==> src/sv/clbd_pkg.sv <==
// Shared types and constants for the combined LCG bounded draw block.
// No dependencies; imported by every module of the block.
`default_nettype none

package clbd_pkg;

    localparam int STATE_W   = 31;            // generator state, registers, bound
    localparam int SEED_W    = 63;            // reseed value
    localparam int PROD_W    = 2 * STATE_W;   // exact product of two states
    localparam int DIVD_W    = SEED_W;        // widest dividend of the remainder unit
    localparam int NBITS_W   = $clog2(DIVD_W + 1);
    localparam int CNT_W     = $clog2(STATE_W);
    localparam int CFG_IDX_W = 2;
    localparam int MAX_TRIES = 64;
    localparam int TRY_W     = $clog2(MAX_TRIES);

    // dividend lengths for the remainder unit (dividend is left aligned)
    localparam logic [NBITS_W-1:0] NB_SEED  = NBITS_W'(SEED_W);
    localparam logic [NBITS_W-1:0] NB_PROD  = NBITS_W'(PROD_W);
    localparam logic [NBITS_W-1:0] NB_STATE = NBITS_W'(STATE_W);

    // operation codes
    localparam logic OP_RESEED = 1'b0;
    localparam logic OP_DRAW   = 1'b1;

    // register indexes
    localparam logic [CFG_IDX_W-1:0] CFG_MULT_A    = 2'd0;
    localparam logic [CFG_IDX_W-1:0] CFG_MODULUS_A = 2'd1;
    localparam logic [CFG_IDX_W-1:0] CFG_MULT_B    = 2'd2;
    localparam logic [CFG_IDX_W-1:0] CFG_MODULUS_B = 2'd3;

    // register reset values
    localparam logic [STATE_W-1:0] RST_MULT_A    = 31'd40014;
    localparam logic [STATE_W-1:0] RST_MODULUS_A = 31'd2147483563;
    localparam logic [STATE_W-1:0] RST_MULT_B    = 31'd40692;
    localparam logic [STATE_W-1:0] RST_MODULUS_B = 31'd2147483399;
    localparam logic [STATE_W-1:0] RST_STATE     = 31'd1;

    typedef struct packed {
        logic               start;
        logic [STATE_W-1:0] a;
        logic [STATE_W-1:0] b;
    } mul_req_t;

    typedef struct packed {
        logic               start;
        logic [DIVD_W-1:0]  dividend;   // left aligned, MSB consumed first
        logic [NBITS_W-1:0] nbits;
        logic [STATE_W-1:0] divisor;
    } rem_req_t;

    typedef enum logic [4:0] {
        S_IDLE,
        S_SEEDX_GO, S_SEEDX_WAIT,
        S_SEEDY_GO, S_SEEDY_WAIT,
        S_LIM_GO,   S_LIM_WAIT,
        S_MULX_GO,  S_MULX_WAIT,
        S_MODX_GO,  S_MODX_WAIT,
        S_MULY_GO,  S_MULY_WAIT,
        S_MODY_GO,  S_MODY_WAIT,
        S_COMB,
        S_FIN_GO,   S_FIN_WAIT,
        S_EMIT
    } state_t;

endpackage

`default_nettype wire

==> src/sv/clbd_mul.sv <==
// Bit-serial shift-add multiplier, 31 x 31 -> 62 bits, one multiplier bit per cycle.
// Depends on clbd_pkg.
`default_nettype none

module clbd_mul (
    input  wire                        clk,
    input  wire                        rst_n,
    input  clbd_pkg::mul_req_t         req,
    output logic                       done,
    output logic [clbd_pkg::PROD_W-1:0] product
);
    import clbd_pkg::*;

    logic [STATE_W-1:0] hi_reg, lo_reg, a_reg;
    logic [CNT_W-1:0]   cnt_reg;
    logic               busy_reg, done_reg;
    logic [STATE_W:0]   sum;

    // add the multiplicand when the low bit of the multiplier is set, then shift right
    assign sum = {1'b0, hi_reg} + (lo_reg[0] ? {1'b0, a_reg} : '0);

    always_ff @(posedge clk or negedge rst_n)
    begin
        if (!rst_n)
        begin
            busy_reg <= 1'b0;
            done_reg <= 1'b0;
            cnt_reg  <= '0;
        end
        else
        begin
            done_reg <= 1'b0;
            if (req.start)
            begin
                busy_reg <= 1'b1;
                cnt_reg  <= '0;
            end
            else if (busy_reg)
            begin
                cnt_reg <= cnt_reg + CNT_W'(1);
                if (cnt_reg == CNT_W'(STATE_W - 1))
                begin
                    busy_reg <= 1'b0;
                    done_reg <= 1'b1;
                end
            end
        end
    end

    always_ff @(posedge clk)
    begin
        if (req.start)
        begin
            hi_reg <= '0;
            lo_reg <= req.b;
            a_reg  <= req.a;
        end
        else if (busy_reg)
        begin
            hi_reg <= sum[STATE_W:1];
            lo_reg <= {sum[0], lo_reg[STATE_W-1:1]};
        end
    end

    assign done    = done_reg;
    assign product = {hi_reg, lo_reg};

endmodule

`default_nettype wire

==> src/sv/clbd_rem.sv <==
// Bit-serial restoring remainder unit: up to 63-bit dividend by a 31-bit divisor,
// one dividend bit per cycle. A zero divisor gives remainder 0. Depends on clbd_pkg.
`default_nettype none

module clbd_rem (
    input  wire                          clk,
    input  wire                          rst_n,
    input  clbd_pkg::rem_req_t           req,
    output logic                         done,
    output logic [clbd_pkg::STATE_W-1:0] remainder
);
    import clbd_pkg::*;

    logic [DIVD_W-1:0]  div_reg;
    logic [STATE_W-1:0] rem_reg, d_reg;
    logic [NBITS_W-1:0] cnt_reg, last_reg;
    logic               busy_reg, done_reg;
    logic [STATE_W:0]   trial;
    logic [STATE_W:0]   diff;
    logic               fits;

    assign trial = {rem_reg, div_reg[DIVD_W-1]};
    assign fits  = (trial >= {1'b0, d_reg});
    assign diff  = trial - {1'b0, d_reg};

    always_ff @(posedge clk or negedge rst_n)
    begin
        if (!rst_n)
        begin
            busy_reg <= 1'b0;
            done_reg <= 1'b0;
            cnt_reg  <= '0;
            last_reg <= '0;
        end
        else
        begin
            done_reg <= 1'b0;
            if (req.start)
            begin
                busy_reg <= 1'b1;
                cnt_reg  <= '0;
                last_reg <= req.nbits - NBITS_W'(1);
            end
            else if (busy_reg)
            begin
                cnt_reg <= cnt_reg + NBITS_W'(1);
                if (cnt_reg == last_reg)
                begin
                    busy_reg <= 1'b0;
                    done_reg <= 1'b1;
                end
            end
        end
    end

    always_ff @(posedge clk)
    begin
        if (req.start)
        begin
            div_reg <= req.dividend;
            rem_reg <= '0;
            d_reg   <= req.divisor;
        end
        else if (busy_reg)
        begin
            div_reg <= {div_reg[DIVD_W-2:0], 1'b0};
            rem_reg <= fits ? diff[STATE_W-1:0] : trial[STATE_W-1:0];
        end
    end

    assign done      = done_reg;
    assign remainder = (d_reg == '0) ? '0 : rem_reg;

endmodule

`default_nettype wire

==> src/sv/combined_lcg_bounded_draw_top.sv <==
// Top level of the combined LCG bounded draw block: sequencer, state and registers.
// Depends on clbd_pkg, clbd_mul and clbd_rem.
`default_nettype none

// Combined random generator from two multiplicative congruential generators
// (x = a1*x mod m1, y = a2*y mod m2, both 31-bit, reset to 1). A reseed item
// (operation 0) sets x = 1 + seed mod (m1-1), y = 1 + seed mod (m2-1), then
// steps y once; it returns nothing. A draw item (operation 1) steps both,
// forms z = x - y (plus m1-1 when z <= 0), rejects z above
// bound*floor((m1-1)/bound) up to 64 tries, and returns z mod bound on value.
// All arithmetic goes through one bit-serial shift-add multiplier and one
// bit-serial restoring remainder unit, used one after the other by the
// sequencer. Each unit op has a launch state and a wait state for its done.
// A reseed reduces the seed for x, then for y, then multiplies and reduces
// y and returns to idle, where the next item is taken. A draw reduces the
// limit, then per try multiplies and reduces x, multiplies and reduces y and
// combines, each rejection repeating the try; it then makes the final
// reduction, and the next item is taken after the result is registered. A
// bound of 0 skips the limit step and returns 0. in_ready is high only while
// the sequencer is idle; the result sits in an output register, so a new
// item is taken while a value waits, and a draw stalls only when it
// finishes with a value still unread.
// Configuration registers are written through cfg_we/cfg_index/cfg_data and
// must only change while the block is idle.

module combined_lcg_bounded_draw_top (
    input  wire                                clk,
    input  wire                                rst_n,
    // configuration
    input  wire                                cfg_we,
    input  wire  [clbd_pkg::CFG_IDX_W-1:0]     cfg_index,
    input  wire  [clbd_pkg::STATE_W-1:0]       cfg_data,
    // input items
    input  wire                                in_valid,
    output logic                               in_ready,
    input  wire                                operation,
    input  wire  [clbd_pkg::SEED_W-1:0]        seed_value,
    input  wire  [clbd_pkg::STATE_W-1:0]       bound,
    // result items
    output logic                               out_valid,
    input  wire                                out_ready,
    output logic [clbd_pkg::STATE_W-1:0]       value
);
    import clbd_pkg::*;

    state_t state_reg, state_next;

    // configuration registers
    logic [STATE_W-1:0] mult_a_reg, modulus_a_reg, mult_b_reg, modulus_b_reg;

    // generator state and per-item context
    logic [STATE_W-1:0] x_reg, y_reg;
    logic               op_reg;
    logic [SEED_W-1:0]  seed_reg;
    logic [STATE_W-1:0] bound_reg, limit_reg, u_reg, res_reg;
    logic [TRY_W-1:0]   tries_reg;

    // output register
    logic               out_valid_reg;
    logic [STATE_W-1:0] value_reg;

    // shared arithmetic units
    mul_req_t           mul_req;
    rem_req_t           rem_req;
    logic               mul_done, rem_done;
    logic [PROD_W-1:0]  product;
    logic [STATE_W-1:0] remainder;

    logic [STATE_W-1:0] am1, bm1;
    logic signed [STATE_W+1:0] z_raw, z_adj;
    logic [STATE_W-1:0] u_comb;
    logic               try_ok;
    logic               slot_free;
    logic               accept;

    clbd_mul u_mul (
        .clk     (clk),
        .rst_n   (rst_n),
        .req     (mul_req),
        .done    (mul_done),
        .product (product)
    );

    clbd_rem u_rem (
        .clk       (clk),
        .rst_n     (rst_n),
        .req       (rem_req),
        .done      (rem_done),
        .remainder (remainder)
    );

    // modulus minus one, zero for a zero modulus
    assign am1 = (modulus_a_reg == '0) ? '0 : modulus_a_reg - STATE_W'(1);
    assign bm1 = (modulus_b_reg == '0) ? '0 : modulus_b_reg - STATE_W'(1);

    // combination step: z = x - y, fold non-positive by m1-1, clamp at zero
    always_comb
    begin
        z_raw = $signed({2'b00, x_reg}) - $signed({2'b00, y_reg});
        z_adj = z_raw;
        if (z_raw <= 0)
            z_adj = z_raw + $signed({2'b00, am1});
        if (z_adj < 0)
            z_adj = '0;
        u_comb = z_adj[STATE_W-1:0];
    end

    assign try_ok = (bound_reg == '0) || (u_comb <= limit_reg)
                    || (tries_reg == TRY_W'(MAX_TRIES - 1));

    assign accept    = in_valid && in_ready;
    assign slot_free = !out_valid_reg || out_ready;

    // next state
    always_comb
    begin
        state_next = state_reg;
        case (state_reg)
            S_IDLE:
            begin
                if (in_valid)
                begin
                    if (operation == OP_RESEED)
                        state_next = S_SEEDX_GO;
                    else if (bound != '0)
                        state_next = S_LIM_GO;
                    else
                        state_next = S_MULX_GO;
                end
            end
            S_SEEDX_GO:   state_next = S_SEEDX_WAIT;
            S_SEEDX_WAIT: if (rem_done) state_next = S_SEEDY_GO;
            S_SEEDY_GO:   state_next = S_SEEDY_WAIT;
            S_SEEDY_WAIT: if (rem_done) state_next = S_MULY_GO;
            S_LIM_GO:     state_next = S_LIM_WAIT;
            S_LIM_WAIT:   if (rem_done) state_next = S_MULX_GO;
            S_MULX_GO:    state_next = S_MULX_WAIT;
            S_MULX_WAIT:  if (mul_done) state_next = S_MODX_GO;
            S_MODX_GO:    state_next = S_MODX_WAIT;
            S_MODX_WAIT:  if (rem_done) state_next = S_MULY_GO;
            S_MULY_GO:    state_next = S_MULY_WAIT;
            S_MULY_WAIT:  if (mul_done) state_next = S_MODY_GO;
            S_MODY_GO:    state_next = S_MODY_WAIT;
            S_MODY_WAIT:
            begin
                if (rem_done)
                    state_next = (op_reg == OP_RESEED) ? S_IDLE : S_COMB;
            end
            S_COMB:       state_next = try_ok ? S_FIN_GO : S_MULX_GO;
            S_FIN_GO:     state_next = S_FIN_WAIT;
            S_FIN_WAIT:   if (rem_done) state_next = S_EMIT;
            S_EMIT:       if (slot_free) state_next = S_IDLE;
            default:      state_next = S_IDLE;
        endcase
    end

    // outputs: ready and unit requests
    always_comb
    begin
        in_ready = 1'b0;
        mul_req  = '0;
        rem_req  = '0;
        case (state_reg)
            S_IDLE:
                in_ready = 1'b1;
            S_SEEDX_GO:
            begin
                rem_req.start    = 1'b1;
                rem_req.dividend = seed_reg;
                rem_req.nbits    = NB_SEED;
                rem_req.divisor  = am1;
            end
            S_SEEDY_GO:
            begin
                rem_req.start    = 1'b1;
                rem_req.dividend = seed_reg;
                rem_req.nbits    = NB_SEED;
                rem_req.divisor  = bm1;
            end
            S_LIM_GO:
            begin
                rem_req.start    = 1'b1;
                rem_req.dividend = {am1, {(DIVD_W-STATE_W){1'b0}}};
                rem_req.nbits    = NB_STATE;
                rem_req.divisor  = bound_reg;
            end
            S_MULX_GO:
            begin
                mul_req.start = 1'b1;
                mul_req.a     = mult_a_reg;
                mul_req.b     = x_reg;
            end
            S_MODX_GO:
            begin
                rem_req.start    = 1'b1;
                rem_req.dividend = {product, {(DIVD_W-PROD_W){1'b0}}};
                rem_req.nbits    = NB_PROD;
                rem_req.divisor  = modulus_a_reg;
            end
            S_MULY_GO:
            begin
                mul_req.start = 1'b1;
                mul_req.a     = mult_b_reg;
                mul_req.b     = y_reg;
            end
            S_MODY_GO:
            begin
                rem_req.start    = 1'b1;
                rem_req.dividend = {product, {(DIVD_W-PROD_W){1'b0}}};
                rem_req.nbits    = NB_PROD;
                rem_req.divisor  = modulus_b_reg;
            end
            S_FIN_GO:
            begin
                rem_req.start    = 1'b1;
                rem_req.dividend = {u_reg, {(DIVD_W-STATE_W){1'b0}}};
                rem_req.nbits    = NB_STATE;
                rem_req.divisor  = bound_reg;
            end
            default:
            begin
                in_ready = 1'b0;
            end
        endcase
    end

    // control state, configuration and generator state
    always_ff @(posedge clk or negedge rst_n)
    begin
        if (!rst_n)
        begin
            state_reg     <= S_IDLE;
            out_valid_reg <= 1'b0;
            tries_reg     <= '0;
            mult_a_reg    <= RST_MULT_A;
            modulus_a_reg <= RST_MODULUS_A;
            mult_b_reg    <= RST_MULT_B;
            modulus_b_reg <= RST_MODULUS_B;
            x_reg         <= RST_STATE;
            y_reg         <= RST_STATE;
        end
        else
        begin
            state_reg <= state_next;

            if (cfg_we)
            begin
                case (cfg_index)
                    CFG_MULT_A:    mult_a_reg    <= cfg_data;
                    CFG_MODULUS_A: modulus_a_reg <= cfg_data;
                    CFG_MULT_B:    mult_b_reg    <= cfg_data;
                    CFG_MODULUS_B: modulus_b_reg <= cfg_data;
                    default:       mult_a_reg    <= mult_a_reg;
                endcase
            end

            if (accept)
                tries_reg <= '0;
            else if (state_reg == S_COMB)
                tries_reg <= tries_reg + TRY_W'(1);

            if (rem_done)
            begin
                case (state_reg)
                    S_SEEDX_WAIT: x_reg <= remainder + STATE_W'(1);
                    S_SEEDY_WAIT: y_reg <= remainder + STATE_W'(1);
                    S_MODX_WAIT:  x_reg <= remainder;
                    S_MODY_WAIT:  y_reg <= remainder;
                    default:      x_reg <= x_reg;
                endcase
            end

            if (state_reg == S_EMIT && slot_free)
                out_valid_reg <= 1'b1;
            else if (out_ready)
                out_valid_reg <= 1'b0;
        end
    end

    // item context and result payload
    always_ff @(posedge clk)
    begin
        if (accept)
        begin
            op_reg    <= operation;
            seed_reg  <= seed_value;
            bound_reg <= bound;
        end
        if (state_reg == S_LIM_WAIT && rem_done)
            limit_reg <= am1 - remainder;
        if (state_reg == S_COMB)
            u_reg <= u_comb;
        if (state_reg == S_FIN_WAIT && rem_done)
            res_reg <= remainder;
        if (state_reg == S_EMIT && slot_free)
            value_reg <= res_reg;
    end

    assign out_valid = out_valid_reg;
    assign value     = value_reg;

endmodule

`default_nettype wire

==> config.mk <==
export PLATFORM = sky130hd
export DESIGN_NAME = combined_lcg_bounded_draw_top
export DESIGN_NICKNAME = d
export VERILOG_FILES = /design/src/sv/clbd_pkg.sv /design/src/sv/clbd_mul.sv /design/src/sv/clbd_rem.sv /design/src/sv/combined_lcg_bounded_draw_top.sv
export SDC_FILE = /design/constraint.sdc
export NUM_CORES = 2
export LEC_CHECK = 0
export BUFFER_PORTS_ARGS = -buffer_cell sky130_fd_sc_hd__clkbuf_2
export CORE_MARGIN = 3
export CORE_UTILIZATION = 60
export CTS_CLUSTER_DIAMETER = 60
export DETAILED_ROUTE_END_ITERATION = 12
export PLACE_DENSITY = 0.77
export RECOVER_POWER = 25
export SYNTH_ARGS = -nofsm -noshare
export SYNTH_HDL_FRONTEND = slang
export SYNTH_SLANG_ARGS = --single-unit
==> constraint.sdc <==
create_clock -name clk -period 21.3 [get_ports clk]
set_input_delay 3.195 -clock clk [delete_from_list [all_inputs] [get_ports clk]]
set_output_delay 3.195 -clock clk [all_outputs]
set_load 0.005 [all_outputs]
==> metrics.txt <==
status complete, but fails checks; failing checks capacitance limit, slew limit; Worst Setup End Kind flop; Worst Hold Launch res_reg[7]; Overflow after GRT 0; multi-input logic area 18030 um2; fin crit period 8.487 ns; largest net degree at the start of global routing 86; Worst-Margin Slew 5.459 ns; Die H 256.1 um; WL per Instance 23.82 um; Syn Area/Cell 10.27 um2; fraction of layout instances using a drive strength above 1 14.60%; Starting DRT DRC Count 3460; # fillers 4847; clock buffer count from CTS 72; placed cells 4540; Post-Synthesis Cells 3656; Hold Crit Class reg2reg; clk sink count 654; number of synthesized register bits 654; Leakage 17.91 nW; Post-CTS Hold Fix Bufs 0; synth warn 0; wl on met1 44190 um; Hold Crit Depth 0; clk buf depth 3; Reg-to-Reg Start y_reg[12]; first-pass GRT wire length 168000 um; Avg Vias per Cell 6.355; Critical Path Source Type flop; vias in the first global route 28368; post-DP HPWL 81790 um; Critical Path Slowest Stage Cell xor2_1; CP bufs+invs 3; overall routed net length 111300 um; Setup violations, final 0; nets 4109; clk slew on worst S/H paths 0.06 ns; # DRC 0; pwr/cell area 168.1 nW/um2; routability cong. 0.9982; RR Endpoint state_reg[1]; Arr. time, crit path 8.99 ns; postcts setup bufs 0; Max Transition Viols Final 372; initial antenna violation count 4; Crit Path Max Fanout 24; core area 61830 um2; worst vdd ir 121.8 uV; # port buffers 165; period utilisation layout 39.85%; most common cell after layout, fill and taps aside nand2_1; RSZ-0062 raised after global routing no; Post-CTS Resized 0; die area 65610 um2; Met3 Routed Length 9916 um; Worst R2R Setup Slack 12.81 ns; Clock Skew 0.02659 ns; wire length on met2 50870 um; CP delay by family, top compound AO/OA/AOI/OAI gates; hold endpoint value[7]; Finished Layout Cells 4674; reg2reg path depth 30; crit path kind reg2reg; Unique masters post-synth 88; num ports 166; CP required 21.80 ns; Slew HR -263.9%; CTS root buffer clkbuf_16; Main synth FF type edfxtp_1; CP max stage delay 0.69 ns; Reg area 18030 um2; vias 29701; Die X 256.1 um; Post-Synthesis Cell Area 37540 um2; Layout area overhead 10.50%; highest-count cells in the layout ignoring fill and taps nand2_1, edfxtp_1, nor2_1; worst-skew pair later-pin latency 0.63 ns; Seq/Total Area, Yosys 48.01%; Max Freq 117.8 MHz; Async S/R FF share, synth 33.18%; TritonCTS clock tree built; post-synth net total 3988; placement row count 91; setup tns final 0 ns; Post-synth EDFFs 375; crit path launch y_reg[12]; Post-DRT Antenna Nets 0; Tot GR Track Use 33.29%; H-tree levels 3; Max-Cap Viols 8; Initial Utilization 60.72%; Final Hold Fails 0; drt first pass iters 11; highest routed layer met5
[how the worst max path moves through the flow]
stage,to,slack (ns),depth (start not counted)
floorplan,state_reg[1],13.76,34
global placement,state_reg[1],13.16,29
detailed placement,state_reg[1],13.03,29
CTS,state_reg[1],12.98,30
global route,u_rem.busy_reg,11.99,3
finish,state_reg[1],12.81,30
[per-stage QoR]
| step | setup slack, ns | utilization (%) | hold slack (ns) | power, mW | instance area [um2] |
|---|---|---|---|---|---|
| 4_1_cts | 12.98 | 67.23 | 0.4143 | 6.917 | 41560 |
| 2_1_floorplan | 13.76 | - | 0.4003 | 4.663 | 37540 |
| 3_3_place_gp | 13.16 | 63.42 | 0.4015 | 5.610 | 39210 |
| 6_report | 12.81 | 67.09 | 0.4140 | 6.974 | 41480 |
| 3_5_place_dp | 13.03 | 63.42 | 0.4054 | 5.652 | 39210 |
| 5_1_grt | 11.99 | 67.09 | 0.4189 | 7.419 | 41480 |
[cells in the mapped netlist (42+ instances only)]
master,n,area [um2]
a31oi_1,52,325.3
mux2_2,161,1813
dfxtp_1,62,1241
o21ai_0,133,665.6
nor3_1,87,435.4
a21oi_1,192,960.9
dfrtp_1,143,3578
mux2i_1,51,510.5
xor2_1,87,762.0
xnor2_1,156,1366
a222oi_1,58,580.6
a21o_1,94,705.7
nand2_1,383,1438
a22oi_1,42,315.3
nor2_1,288,1081
inv_1,237,889.6
edfxtp_1,375,11260
and2_1,46,287.8
nor4_1,45,281.5
nand4_1,42,262.8
nand3_1,55,275.3
clkbuf_1,131,491.7
ha_1,194,2427
a22o_1,72,630.6
dfstp_2,74,1944
[kinds of logic (layout without fill, tap and decap cells)]
group | count (synthesis) | count (layout) | synth area share [%]
AND/OR/NAND/NOR | 1084 | 1084 | 13.33
AO/OA/AOI/OAI | 857 | 857 | 15.85
flip-flops | 654 | 654 | 48.01
buffers and inverters | 405 | 585 | 4.153
XOR/XNOR | 243 | 243 | 5.669
multiplexers | 214 | 214 | 6.249
adder cells (fa/ha/maj) | 199 | 199 | 6.732
other | 0 | 1 | 0
[where the power goes]
part           leakage, nW  switching [mW]  internal [mW]
combinational         9.99            2.23           1.43
sequential            6.79           0.269           1.81
clock                 1.14           0.528          0.714
total                 17.9            3.02           3.95
[metal layers]
layer  vias to the layer above  track usage, %
li1                      13682               -
met1                     14312           44.07
met2                      1367           53.11
met3                       332           6.253
met4                         8           15.66
met5                         -           1.389
[area by class of cell]
| type | count | share of cell area (%) |
|---|---|---|
| multi-input cells | 2597 | 43.48 |
| flip-flops and latches | 654 | 43.46 |
| clock buffers | 91 | 4.666 |
| repair buffers | 213 | 2.691 |
| well taps | 837 | 2.525 |
| inverters | 239 | 2.169 |
| clock inverters | 42 | 1.010 |
| diodes | 1 | 0.006033 |
No activity file was read; power rests on OpenSTA's default activity.
